===== config.mk =====
export PLATFORM = sky130hd
export DESIGN_NAME = process_admission_scheduler_top
export DESIGN_NICKNAME = d
export VERILOG_FILES = /design/src/pas_pkg.sv /design/src/pas_cfg.sv /design/src/pas_wait_q.sv /design/src/pas_run_tbl.sv /design/src/process_admission_scheduler_top.sv
export SDC_FILE = /design/constraint.sdc
export NUM_CORES = 2
export LEC_CHECK = 0
export ABC_CLOCK_PERIOD_IN_PS = 17400
export BUFFER_PORTS_ARGS = -buffer_cell sky130_fd_sc_hd__buf_2
export CAP_MARGIN = 25
export CORE_MARGIN = 2
export CORE_UTILIZATION = 55
export CTS_BUF_LIST = sky130_fd_sc_hd__clkbuf_16
export DETAILED_ROUTE_END_ITERATION = 7
export PLACE_DENSITY_LB_ADDON = 0.3
export SYNTH_ARGS = -nofsm -noshare
export SYNTH_HDL_FRONTEND = slang
export SYNTH_SLANG_ARGS = --single-unit

===== constraint.sdc =====
create_clock -name clk -period 17.4 [get_ports clk]
set_clock_uncertainty 0.05 [all_clocks]
set_input_delay 0.87 -clock clk [delete_from_list [all_inputs] [get_ports clk]]
set_output_delay 0.87 -clock clk [all_outputs]
set_load 0.01 [all_outputs]

===== src/pas_pkg.sv =====
`timescale 1ns / 1ps
// ----------------------------------------------------------------------------
// pas_pkg
// Shared types and constants of the process admission scheduler: request and
// result words, event and operation codes, and the control structs that pass
// between the queue, the running table and the sequencer.
// ----------------------------------------------------------------------------
package pas_pkg;

	// configuration port
	localparam int APB_ADDR_W = 3;
	localparam int SLOTS_W    = 5;

	typedef enum logic {
		REG_TOTAL_MEMORY = 1'b0,
		REG_MAX_RUNNING  = 1'b1
	} reg_idx_t;

	// request operation codes
	typedef enum logic {
		OP_ADD  = 1'b0,
		OP_KILL = 1'b1
	} op_t;

	// result event codes
	typedef enum logic [2:0] {
		EV_REJECTED   = 3'd0,
		EV_QUEUED     = 3'd1,
		EV_QUEUE_FULL = 3'd2,
		EV_KILLED     = 3'd3,
		EV_NOT_FOUND  = 3'd4,
		EV_STARTED    = 3'd5
	} event_t;

	// most starts issued after one request
	localparam int STARTS_W = 5;
	localparam logic [STARTS_W-1:0] MAX_STARTS = 5'd16;

	// request word
	typedef struct packed {
		op_t         operation;
		logic [31:0] job_id;
		logic [31:0] memory_need;
	} req_t;

	// result word
	typedef struct packed {
		event_t             event_res;
		logic [31:0]        job_id_out;
		logic [31:0]        job_memory;
		logic [31:0]        free_memory_out;
		logic [SLOTS_W-1:0] free_slots_out;
		logic               last;
	} res_t;

	// configuration registers
	typedef struct packed {
		logic [31:0]        total_memory;
		logic [SLOTS_W-1:0] max_running;
	} cfg_t;

	// one job as held in either store
	typedef struct packed {
		logic [31:0] id;
		logic [31:0] mem;
	} job_entry_t;

	// wait queue control and status
	typedef struct packed {
		logic push;
		logic pop;
		logic rd;
	} wq_cmd_t;

	typedef struct packed {
		logic empty;
		logic full;
	} wq_stat_t;

	// running table control and status
	typedef struct packed {
		logic rd;
		logic kill;
		logic start;
	} run_cmd_t;

	typedef struct packed {
		logic [31:0]        free_memory;
		logic [SLOTS_W-1:0] free_slots;
	} run_stat_t;

endpackage


===== src/pas_cfg.sv =====
`timescale 1ns / 1ps
// ----------------------------------------------------------------------------
// pas_cfg
// Configuration register file behind the APB-style port: total memory and
// running limit. Registers are decoded on the word address only.
// ----------------------------------------------------------------------------
module pas_cfg (
	input  logic                           clk,
	input  logic                           arst_n,
	input  logic                           psel,
	input  logic                           penable,
	input  logic                           pwrite,
	input  logic [pas_pkg::APB_ADDR_W-1:0] paddr,
	input  logic [31:0]                    pwdata,
	output logic [31:0]                    prdata,
	output logic                           pready,
	output pas_pkg::cfg_t                  cfg
);

	pas_pkg::reg_idx_t                 sel;
	logic                              wr_en;
	logic [31:0]                       total_q;
	logic [pas_pkg::SLOTS_W-1:0]       max_run_q;

	assign sel    = pas_pkg::reg_idx_t'(paddr[2]);
	assign wr_en  = psel & penable & pwrite;
	assign pready = 1'b1;

	// register write on the access phase
	always_ff @(posedge clk or negedge arst_n) begin
		if (!arst_n) begin
			total_q   <= '0;
			max_run_q <= '0;
		end else if (wr_en) begin
			unique case (sel)
				pas_pkg::REG_TOTAL_MEMORY: total_q   <= pwdata;
				pas_pkg::REG_MAX_RUNNING:  max_run_q <= pwdata[pas_pkg::SLOTS_W-1:0];
			endcase
		end
	end

	// read back
	always_comb begin
		unique case (sel)
			pas_pkg::REG_TOTAL_MEMORY: prdata = total_q;
			pas_pkg::REG_MAX_RUNNING:  prdata = {{(32 - pas_pkg::SLOTS_W){1'b0}}, max_run_q};
		endcase
	end

	assign cfg.total_memory = total_q;
	assign cfg.max_running  = max_run_q;

endmodule


===== src/pas_wait_q.sv =====
`timescale 1ns / 1ps
// ----------------------------------------------------------------------------
// pas_wait_q
// Circular wait queue of jobs in a synchronous memory with head pointer and
// fill count. Push writes at the tail, head reads return on the next cycle.
// ----------------------------------------------------------------------------
module pas_wait_q #(
	parameter int WAIT_DEPTH = 16
) (
	input  logic                clk,
	input  logic                arst_n,
	input  pas_pkg::wq_cmd_t    cmd,
	input  pas_pkg::job_entry_t push_entry,
	output pas_pkg::job_entry_t head_entry,
	output pas_pkg::wq_stat_t   stat
);

	localparam int IDX_W = $clog2(WAIT_DEPTH);
	localparam int CNT_W = $clog2(WAIT_DEPTH + 1);
	localparam logic [IDX_W-1:0] LAST_IDX = IDX_W'(WAIT_DEPTH - 1);
	localparam logic [CNT_W:0]   DEPTH_X  = (CNT_W + 1)'(WAIT_DEPTH);
	localparam logic [CNT_W-1:0] DEPTH_C  = CNT_W'(WAIT_DEPTH);

	pas_pkg::job_entry_t wait_mem_q [WAIT_DEPTH];
	pas_pkg::job_entry_t head_rd_q;
	logic [IDX_W-1:0]    head_q;
	logic [CNT_W-1:0]    count_q;
	logic [CNT_W:0]      tail_sum;
	logic [CNT_W:0]      tail_wrap;
	logic [IDX_W-1:0]    tail_idx;

	// tail is head plus count, wrapped once
	always_comb begin
		tail_sum  = (CNT_W + 1)'(head_q) + (CNT_W + 1)'(count_q);
		tail_wrap = (tail_sum >= DEPTH_X) ? (tail_sum - DEPTH_X) : tail_sum;
		tail_idx  = tail_wrap[IDX_W-1:0];
	end

	// queue storage
	always_ff @(posedge clk) begin
		if (cmd.push) begin
			wait_mem_q[tail_idx] <= push_entry;
		end
		if (cmd.rd) begin
			head_rd_q <= wait_mem_q[head_q];
		end
	end

	// head and fill count
	always_ff @(posedge clk or negedge arst_n) begin
		if (!arst_n) begin
			head_q  <= '0;
			count_q <= '0;
		end else if (cmd.push) begin
			count_q <= count_q + 1'b1;
		end else if (cmd.pop) begin
			head_q  <= (head_q == LAST_IDX) ? '0 : head_q + 1'b1;
			count_q <= count_q - 1'b1;
		end
	end

	assign head_entry = head_rd_q;
	assign stat.empty = (count_q == '0);
	assign stat.full  = (count_q == DEPTH_C);

endmodule


===== src/pas_run_tbl.sv =====
`timescale 1ns / 1ps
// ----------------------------------------------------------------------------
// pas_run_tbl
// Running job table: entries in a synchronous memory, valid bits in flops,
// running memory sum and count, and the registered free memory and free slot
// figures derived from them and the configuration.
// ----------------------------------------------------------------------------
module pas_run_tbl #(
	parameter int RUN_SLOTS = 16
) (
	input  logic                                           clk,
	input  logic                                           arst_n,
	input  pas_pkg::cfg_t                                  cfg,
	input  pas_pkg::run_cmd_t                              cmd,
	input  logic [((RUN_SLOTS > 1) ? $clog2(RUN_SLOTS) : 1)-1:0] rd_addr,
	input  pas_pkg::job_entry_t                            start_entry,
	output pas_pkg::job_entry_t                            rd_entry,
	output logic                                           rd_live,
	output pas_pkg::run_stat_t                             stat
);

	localparam int SLOT_W = (RUN_SLOTS > 1) ? $clog2(RUN_SLOTS) : 1;
	localparam int CNT_W  = $clog2(RUN_SLOTS + 1);
	localparam int USED_W = 32 + CNT_W;
	localparam int CMP_W  = (CNT_W > pas_pkg::SLOTS_W) ? CNT_W : pas_pkg::SLOTS_W;

	pas_pkg::job_entry_t         run_mem_q [RUN_SLOTS];
	pas_pkg::job_entry_t         rd_entry_q;
	logic                        rd_live_q;
	logic [SLOT_W-1:0]           rd_addr_q;
	logic [RUN_SLOTS-1:0]        run_valid_q;
	logic [USED_W-1:0]           used_q;
	logic [CNT_W-1:0]            count_q;
	logic [SLOT_W-1:0]           slot_q;
	logic [SLOT_W-1:0]           free_idx;
	logic [31:0]                 free_mem_q;
	logic [pas_pkg::SLOTS_W-1:0] free_slots_q;
	logic [CMP_W-1:0]            lim;
	logic [CMP_W-1:0]            max_x;
	logic [CMP_W-1:0]            cnt_x;
	logic [CMP_W-1:0]            slots_left;
	logic [31:0]                 mem_left;

	// lowest free entry
	always_comb begin
		free_idx = '0;
		for (int i = RUN_SLOTS - 1; i >= 0; i--) begin
			if (!run_valid_q[i]) begin
				free_idx = SLOT_W'(i);
			end
		end
	end

	// free figures from the running sum and count
	always_comb begin
		max_x      = CMP_W'(cfg.max_running);
		lim        = (max_x > CMP_W'(RUN_SLOTS)) ? CMP_W'(RUN_SLOTS) : max_x;
		cnt_x      = CMP_W'(count_q);
		slots_left = (cnt_x >= lim) ? '0 : (lim - cnt_x);
		mem_left   = (used_q >= USED_W'(cfg.total_memory)) ? '0
			: (cfg.total_memory - used_q[31:0]);
	end

	// table storage, search read port and start write port
	always_ff @(posedge clk) begin
		if (cmd.start) begin
			run_mem_q[slot_q] <= start_entry;
		end
		if (cmd.rd) begin
			rd_entry_q <= run_mem_q[rd_addr];
			rd_live_q  <= run_valid_q[rd_addr];
			rd_addr_q  <= rd_addr;
		end
		slot_q <= free_idx;
	end

	// valid bits and accounting; a kill removes the entry last read
	always_ff @(posedge clk or negedge arst_n) begin
		if (!arst_n) begin
			run_valid_q  <= '0;
			used_q       <= '0;
			count_q      <= '0;
			free_mem_q   <= '0;
			free_slots_q <= '0;
		end else begin
			if (cmd.kill) begin
				run_valid_q[rd_addr_q] <= 1'b0;
				used_q                 <= used_q - USED_W'(rd_entry_q.mem);
				count_q                <= count_q - 1'b1;
			end else if (cmd.start) begin
				run_valid_q[slot_q] <= 1'b1;
				used_q              <= used_q + USED_W'(start_entry.mem);
				count_q             <= count_q + 1'b1;
			end
			free_mem_q   <= mem_left;
			free_slots_q <= slots_left[pas_pkg::SLOTS_W-1:0];
		end
	end

	assign rd_entry         = rd_entry_q;
	assign rd_live          = rd_live_q;
	assign stat.free_memory = free_mem_q;
	assign stat.free_slots  = free_slots_q;

endmodule


===== src/process_admission_scheduler_top.sv =====
`timescale 1ns / 1ps
// ----------------------------------------------------------------------------
// process_admission_scheduler_top
// Admits jobs against a memory budget and a running limit: add requests go
// to a FIFO wait queue, kill requests free a running entry, and after every
// request waiting heads are started in order while they fit.
//
//   channel   direction   handshake                 word
//   in        input       in_valid / in_stall       pas_pkg::req_t
//   out       output      out_valid / out_stall     pas_pkg::res_t
//   cfg       input       psel/penable/pwrite       32-bit registers at 0, 4
//
// An add passes ADD; a kill searches the table in KSRCH, reading one entry
// per cycle from the run memory, and passes SETTLE on a hit. Each start
// then reads the head in HRD, checks it in HCHK and passes SETTLE (at most
// 16 starts per request); a head too large for free memory stops at HCHK.
// Reset clears queue pointers, valid bits and accounting; the stores
// themselves are not cleared and need no sweep.
// One request is worked at a time; a new word is taken while the last
// result still waits in the output register. Output stall holds the
// sequencer at the next result it has to hand over.
// ----------------------------------------------------------------------------
module process_admission_scheduler_top #(
	parameter int WAIT_DEPTH = 16,
	parameter int RUN_SLOTS  = 16
) (
	input  logic                           clk,
	input  logic                           arst_n,
	input  logic                           psel,
	input  logic                           penable,
	input  logic                           pwrite,
	input  logic [pas_pkg::APB_ADDR_W-1:0] paddr,
	input  logic [31:0]                    pwdata,
	output logic [31:0]                    prdata,
	output logic                           pready,
	input  logic                           in_valid,
	output logic                           in_stall,
	input  pas_pkg::req_t                  in_req,
	output logic                           out_valid,
	input  logic                           out_stall,
	output pas_pkg::res_t                  out_res
);

	localparam int SLOT_W  = (RUN_SLOTS > 1) ? $clog2(RUN_SLOTS) : 1;
	localparam int ISSUE_W = $clog2(RUN_SLOTS + 1);

	typedef enum logic [6:0] {
		S_IDLE   = 7'b0000001,
		S_ADD    = 7'b0000010,
		S_KSRCH  = 7'b0000100,
		S_SETTLE = 7'b0001000,
		S_HRD    = 7'b0010000,
		S_HCHK   = 7'b0100000,
		S_FIN    = 7'b1000000
	} state_t;

	state_t                         state_q;
	state_t                         state_d;
	pas_pkg::cfg_t                  cfg;
	pas_pkg::req_t                  req_q;
	pas_pkg::wq_cmd_t               wq_cmd;
	pas_pkg::wq_stat_t              wq_stat;
	pas_pkg::job_entry_t            push_entry;
	pas_pkg::job_entry_t            head_entry;
	pas_pkg::run_cmd_t              run_cmd;
	pas_pkg::run_stat_t             run_stat;
	pas_pkg::job_entry_t            rd_entry;
	logic                           rd_live;
	logic [SLOT_W-1:0]              rd_addr;
	logic [ISSUE_W-1:0]             issue_q;
	logic                           chk_vld_s1;
	logic                           issue_go;
	logic                           hit;
	logic [pas_pkg::STARTS_W-1:0]   starts_q;
	pas_pkg::event_t                pend_ev_q;
	logic [31:0]                    pend_id_q;
	logic [31:0]                    pend_mem_q;
	logic                           pend_load;
	pas_pkg::event_t                pend_ev_d;
	logic [31:0]                    pend_id_d;
	logic [31:0]                    pend_mem_d;
	logic                           out_load;
	logic                           out_last;
	logic                           can_load;
	logic                           accept;
	pas_pkg::res_t                  out_q;
	logic                           out_valid_q;

	pas_cfg u_cfg (
		.clk     (clk),
		.arst_n  (arst_n),
		.psel    (psel),
		.penable (penable),
		.pwrite  (pwrite),
		.paddr   (paddr),
		.pwdata  (pwdata),
		.prdata  (prdata),
		.pready  (pready),
		.cfg     (cfg)
	);

	pas_wait_q #(
		.WAIT_DEPTH (WAIT_DEPTH)
	) u_wait_q (
		.clk        (clk),
		.arst_n     (arst_n),
		.cmd        (wq_cmd),
		.push_entry (push_entry),
		.head_entry (head_entry),
		.stat       (wq_stat)
	);

	pas_run_tbl #(
		.RUN_SLOTS (RUN_SLOTS)
	) u_run_tbl (
		.clk         (clk),
		.arst_n      (arst_n),
		.cfg         (cfg),
		.cmd         (run_cmd),
		.rd_addr     (rd_addr),
		.start_entry (head_entry),
		.rd_entry    (rd_entry),
		.rd_live     (rd_live),
		.stat        (run_stat)
	);

	assign in_stall        = (state_q != S_IDLE);
	assign accept          = in_valid & ~in_stall;
	assign can_load        = ~out_valid_q | ~out_stall;
	assign push_entry.id   = req_q.job_id;
	assign push_entry.mem  = req_q.memory_need;
	assign issue_go        = (issue_q < ISSUE_W'(RUN_SLOTS));
	assign rd_addr         = issue_q[SLOT_W-1:0];
	assign hit             = chk_vld_s1 & rd_live & (rd_entry.id == req_q.job_id);

	// sequencer: request event, then the start loop; a result is held back
	// until the next one is known so that the final one carries last
	always_comb begin
		state_d    = state_q;
		wq_cmd     = '0;
		run_cmd    = '0;
		pend_load  = 1'b0;
		pend_ev_d  = pend_ev_q;
		pend_id_d  = req_q.job_id;
		pend_mem_d = req_q.memory_need;
		out_load   = 1'b0;
		out_last   = 1'b0;
		unique case (state_q)
			S_IDLE: begin
				if (accept) begin
					state_d = (in_req.operation == pas_pkg::OP_KILL) ? S_KSRCH : S_ADD;
				end
			end
			S_ADD: begin
				pend_load = 1'b1;
				state_d   = S_HRD;
				priority if (req_q.memory_need > cfg.total_memory) begin
					pend_ev_d = pas_pkg::EV_REJECTED;
				end else if (wq_stat.full) begin
					pend_ev_d = pas_pkg::EV_QUEUE_FULL;
				end else begin
					pend_ev_d   = pas_pkg::EV_QUEUED;
					wq_cmd.push = 1'b1;
				end
			end
			S_KSRCH: begin
				priority if (hit) begin
					run_cmd.kill = 1'b1;
					pend_load    = 1'b1;
					pend_ev_d    = pas_pkg::EV_KILLED;
					pend_mem_d   = rd_entry.mem;
					state_d      = S_SETTLE;
				end else if (!chk_vld_s1 && !issue_go) begin
					pend_load  = 1'b1;
					pend_ev_d  = pas_pkg::EV_NOT_FOUND;
					pend_mem_d = '0;
					state_d    = S_HRD;
				end else begin
					run_cmd.rd = issue_go;
				end
			end
			S_SETTLE: begin
				state_d = S_HRD;
			end
			S_HRD: begin
				if (wq_stat.empty || (run_stat.free_slots == '0)
					|| (starts_q == pas_pkg::MAX_STARTS)) begin
					state_d = S_FIN;
				end else begin
					wq_cmd.rd = 1'b1;
					state_d   = S_HCHK;
				end
			end
			S_HCHK: begin
				if (head_entry.mem > run_stat.free_memory) begin
					state_d = S_FIN;
				end else if (can_load) begin
					out_load      = 1'b1;
					pend_load     = 1'b1;
					pend_ev_d     = pas_pkg::EV_STARTED;
					pend_id_d     = head_entry.id;
					pend_mem_d    = head_entry.mem;
					wq_cmd.pop    = 1'b1;
					run_cmd.start = 1'b1;
					state_d       = S_SETTLE;
				end
			end
			S_FIN: begin
				if (can_load) begin
					out_load = 1'b1;
					out_last = 1'b1;
					state_d  = S_IDLE;
				end
			end
			default: begin
				state_d = S_IDLE;
			end
		endcase
	end

	// control state
	always_ff @(posedge clk or negedge arst_n) begin
		if (!arst_n) begin
			state_q     <= S_IDLE;
			issue_q     <= '0;
			chk_vld_s1  <= 1'b0;
			starts_q    <= '0;
			out_valid_q <= 1'b0;
		end else begin
			state_q <= state_d;
			if (accept) begin
				issue_q    <= '0;
				chk_vld_s1 <= 1'b0;
				starts_q   <= '0;
			end else begin
				if (state_q == S_KSRCH) begin
					chk_vld_s1 <= run_cmd.rd;
				end
				if (run_cmd.rd) begin
					issue_q <= issue_q + 1'b1;
				end
				if (run_cmd.start) begin
					starts_q <= starts_q + 1'b1;
				end
			end
			if (out_load) begin
				out_valid_q <= 1'b1;
			end else if (!out_stall) begin
				out_valid_q <= 1'b0;
			end
		end
	end

	// request, held-back result and output word; free figures are taken
	// when the held result leaves, before the next start takes effect
	always_ff @(posedge clk) begin
		if (accept) begin
			req_q <= in_req;
		end
		if (pend_load) begin
			pend_ev_q  <= pend_ev_d;
			pend_id_q  <= pend_id_d;
			pend_mem_q <= pend_mem_d;
		end
		if (out_load) begin
			out_q.event_res       <= pend_ev_q;
			out_q.job_id_out      <= pend_id_q;
			out_q.job_memory      <= pend_mem_q;
			out_q.free_memory_out <= run_stat.free_memory;
			out_q.free_slots_out  <= run_stat.free_slots;
			out_q.last            <= out_last;
		end
	end

	assign out_valid = out_valid_q;
	assign out_res   = out_q;

endmodule


==> qor.csv <==
stage,metric,value,unit
status,status,finished clean,
placed_design,DP Wirelength,149000,um
timing,Final min period,6.48,ns
power_and_ir_drop,LEAKAGE,39.1,nW
logic_synthesis,Yosys warning count,0,
power_and_ir_drop,share of power burned in the clock network,0.365,
global_route,initial antenna violation count,3,
logic_synthesis,asr flop ratio synth,0.0620,
die,Ports,247,
die,Die ar.,192000,um^2
critical_path,r2r endpoint,u_run_tbl.used_q[29],
power_and_ir_drop,sw frac,0.250,
timing,Slew @ Worst Pin,1.08,ns
critical_path,CP startpoint,push_entry[39],
power_and_ir_drop,internal power,0.0114,W
cts,clk sinks,2581,
timing,Worst slew margin,0.282,
cts,TritonCTS clock tree,yes,
global_route,first-pass GRT wire length,371000,um
logic_synthesis,Yosys top cell by area,edfxtp_1,
cts,Root Buffer,clkbuf_16,
layout,nets,6325,
logic_synthesis,Mapped Nets,5891,
critical_path,crit path kind,reg -> reg,
logic_synthesis,post-synthesis register bit count,2581,
cts,Longest Clk Path Bufs,4,
cts,Clock Latency Late Sink,0.93,ns
logic_synthesis,Yosys cell types,75,
placed_design,input/output buffers,243,
layout,Syn-to-layout area delta,13.0,%
routing,DRC violations left,0,
power_and_ir_drop,VDD IR max,0.148,mV
timing,fin crit share,0.372,
layout,"commonest cells after routing, fill and taps aside","edfxtp_1 (2417), mux4_2 (453), nand2_1 (343)",
logic_synthesis,most common flop cell mapped by yosys,edfxtp_1,
critical_path,startpoint types,flop,
power_and_ir_drop,NetSw,0.00381,W
routing,Routed WL,258000,um
die,Core Area,187000,um^2
cts,TritonCTS Buffers,276,
timing,total negative setup slack,0,ns
routing,per-cell routed wire length,29.6,um
timing,setup violators final,0,
hold_path,worst hold path startpoint,in_req[34],
timing,fmax,0.154,GHz
power_and_ir_drop,Power per Cell Area,130,nW/um^2
die,Rows,159,
routing,drt pass-1 iters,6,
cts,post-CTS sizing,0,
global_route,Total Routing Usage GR,0.268,
layout,layout cells sized above 1,0.223,
job,max-cap violation count,0,
placed_design,GPL Wtd Cong,0.933,
global_route,vias in the first global route,54800,
power_and_ir_drop,share of power burned in registers,0.494,
timing,post-route worst setup slack,10.92,ns
logic_synthesis,Post-Syn Area,103000,um^2
layout,final cell count without fillers,8721,
routing,via density per instance,6.30,
placed_design,placed insts,8244,
cts,post-CTS setup buffer count,0,
hold_path,Hold Path Class,in -> reg,
logic_synthesis,ranking of synthesized cells by area,"edfxtp_1 (70%), mux4_2 (9.9%), dfrtp_1 (3.8%)",
critical_path,worst endpoint required time,18.10,ns
critical_path,critical path peak fanout,53,
cts,cts-stage hold buffer count,1,
cts,depth of the CTS H-tree,5,
timing,Final Max Tran Viols,0,
die,Die H,438,um
logic_synthesis,post-synth top area share,0.701,
die,Chip Width,438,um
layout,"commonest non-fill, non-tap cell in the layout",edfxtp_1,
placed_design,Post-Place Setup Slack,11.07,ns
routing,antenna-violating nets left,0,
timing,Fin Hold WS,0.0692,ns
logic_synthesis,Synth Instances,5599,
critical_path,worst setup path end,u_run_tbl.used_q[29],
logic_synthesis,number of synthesized flops with an enable pin,2417,
global_route,pin count of the biggest net entering global routing,118,
routing,DR vias,54900,
critical_path,R2R setup slack,10.92,ns
critical_path,Worst R2R Path Depth,21,
critical_path,CP endpoint kind,flop,
timing,RSZ-0062 raised after global routing,false,
routing,Initial DRC Count,6685,
critical_path,FF-to-FF Start,push_entry[39],
critical_path,CP arrival,7.18,ns
power_and_ir_drop,combinational power share,0.141,
logic_synthesis,post-synthesis sequential area ratio,0.741,
cts,clock slew at reported path FFs,0.06,ns
timing,Hold Fails Final Rpt,0,
die,Initial Util,0.552,
logic_synthesis,Avg Synthesized Cell Area,18.5,um^2
global_route,grt total ovfl,0,
## power groups by stage
stage               Clock (W)  Sequential [W]  Combinational, W
floorplan                   0         0.00751           0.00148
detailed placement          0         0.00763           0.00213
CTS                   0.00563         0.00750           0.00214
finish                0.00555         0.00750           0.00215
global placement            0         0.00762           0.00210
global route          0.00585         0.00753           0.00232
## sequential cells by signal (all words and copies together) (netlist names), 37 cells and up
name and count:
out_res 105, u_wait_q.head_entry 64, u_run_tbl.used_q 37, u_run_tbl.run_mem_q 1024
u_wait_q.wait_mem_q 1024, u_run_tbl.rd_entry 64, push_entry 64
## stage by stage
step | util | instance area, um^2 | total power, W
detailed placement | 0.578 | 108000 | 0.00977
CTS | 0.623 | 117000 | 0.0153
global route | 0.624 | 117000 | 0.0157
floorplan | - | 103000 | 0.00900
global placement | 0.578 | 108000 | 0.00972
finish | 0.624 | 117000 | 0.0152
## cell usage after synthesis, drive strengths merged (10+ instances only)
cell    number
a21oi      187
mux2i      197
nand2b      15
and3        13
a31oi       13
or2         12
nor4        26
mux2       105
dfrtp      159
ha         180
o21ai      243
xnor2       68
or4         10
clkbuf     187
buf         56
nor2b       23
nand2      345
inv        133
a211oi      13
mux4       453
a21o        79
edfxtp    2417
or3         15
a221oi      66
nand3       24
nor2       195
nor3        43
a22oi       95
nand3b      10
o21a        15
nand4       32
xor2        72
## area by class of cell
cell class	instances	area (um^2)
tap	2495	3120
fill	12900	70400
clock inverter	180	1330
clock buffer	285	7130
antenna	6	15.0
sequential	2581	76700
multi-input combinational	2642	25700
timing repair buffer	399	2530
inverter	133	502
## worst min-delay path by stage
stage                                end  slack [ns]  cells past startpoint
after floorplan             out_res[100]        0.35                      0
after CTS                 push_entry[34]        0.02                      1
after global placement       out_res[88]        0.35                      0
after detailed placement     out_res[50]        0.35                      0
after global routing      push_entry[39]        0.04                      1
final                     push_entry[34]        0.07                      1
## worst max-delay path, stage by stage (launching register included)
cell	delay (ns)
edfxtp_1	0.77
xor2_1	0.17
or4_1	0.56
nand4bb_1	0.22
nor2_1	0.11
nand4b_1	0.44
nor2_4	0.20
buf_4	0.45
buf_4	0.62
nor2_1	0.10
a21oi_1	0.16
ha_1	0.32
a21oi_1	0.16
o21a_1	0.15
nand2_1	0.06
a221o_1	0.38
or3_1	0.37
a21o_1	0.19
nor2b_1	0.15
a311oi_1	0.30
xor2_1	0.20
a21oi_1	0.08
## cell families after synthesis
kind of cell	count (synthesis)	share of synthesized area
flip-flops	2581	0.741
AND/OR/NAND/NOR	785	0.0346
AO/OA/AOI/OAI	776	0.0472
multiplexers	755	0.129
buffers and inverters	376	0.0137
adder cells (fa/ha/maj)	185	0.0227
XOR/XNOR	140	0.0118
other	1	0.0000362
## metal layers
| layer | vias up | part of all wire | track usage |
|---|---|---|---|
| li1 | 23300 | - | - |
| met1 | 28500 | 0.39 | 0.371 |
| met2 | 2608 | 0.49 | 0.434 |
| met3 | 482 | 0.080 | 0.0421 |
| met4 | 2 | 0.040 | 0.104 |
| met5 | - | 0.000054 | 0 |
Note: power is estimated with default switching activity, not from simulation.
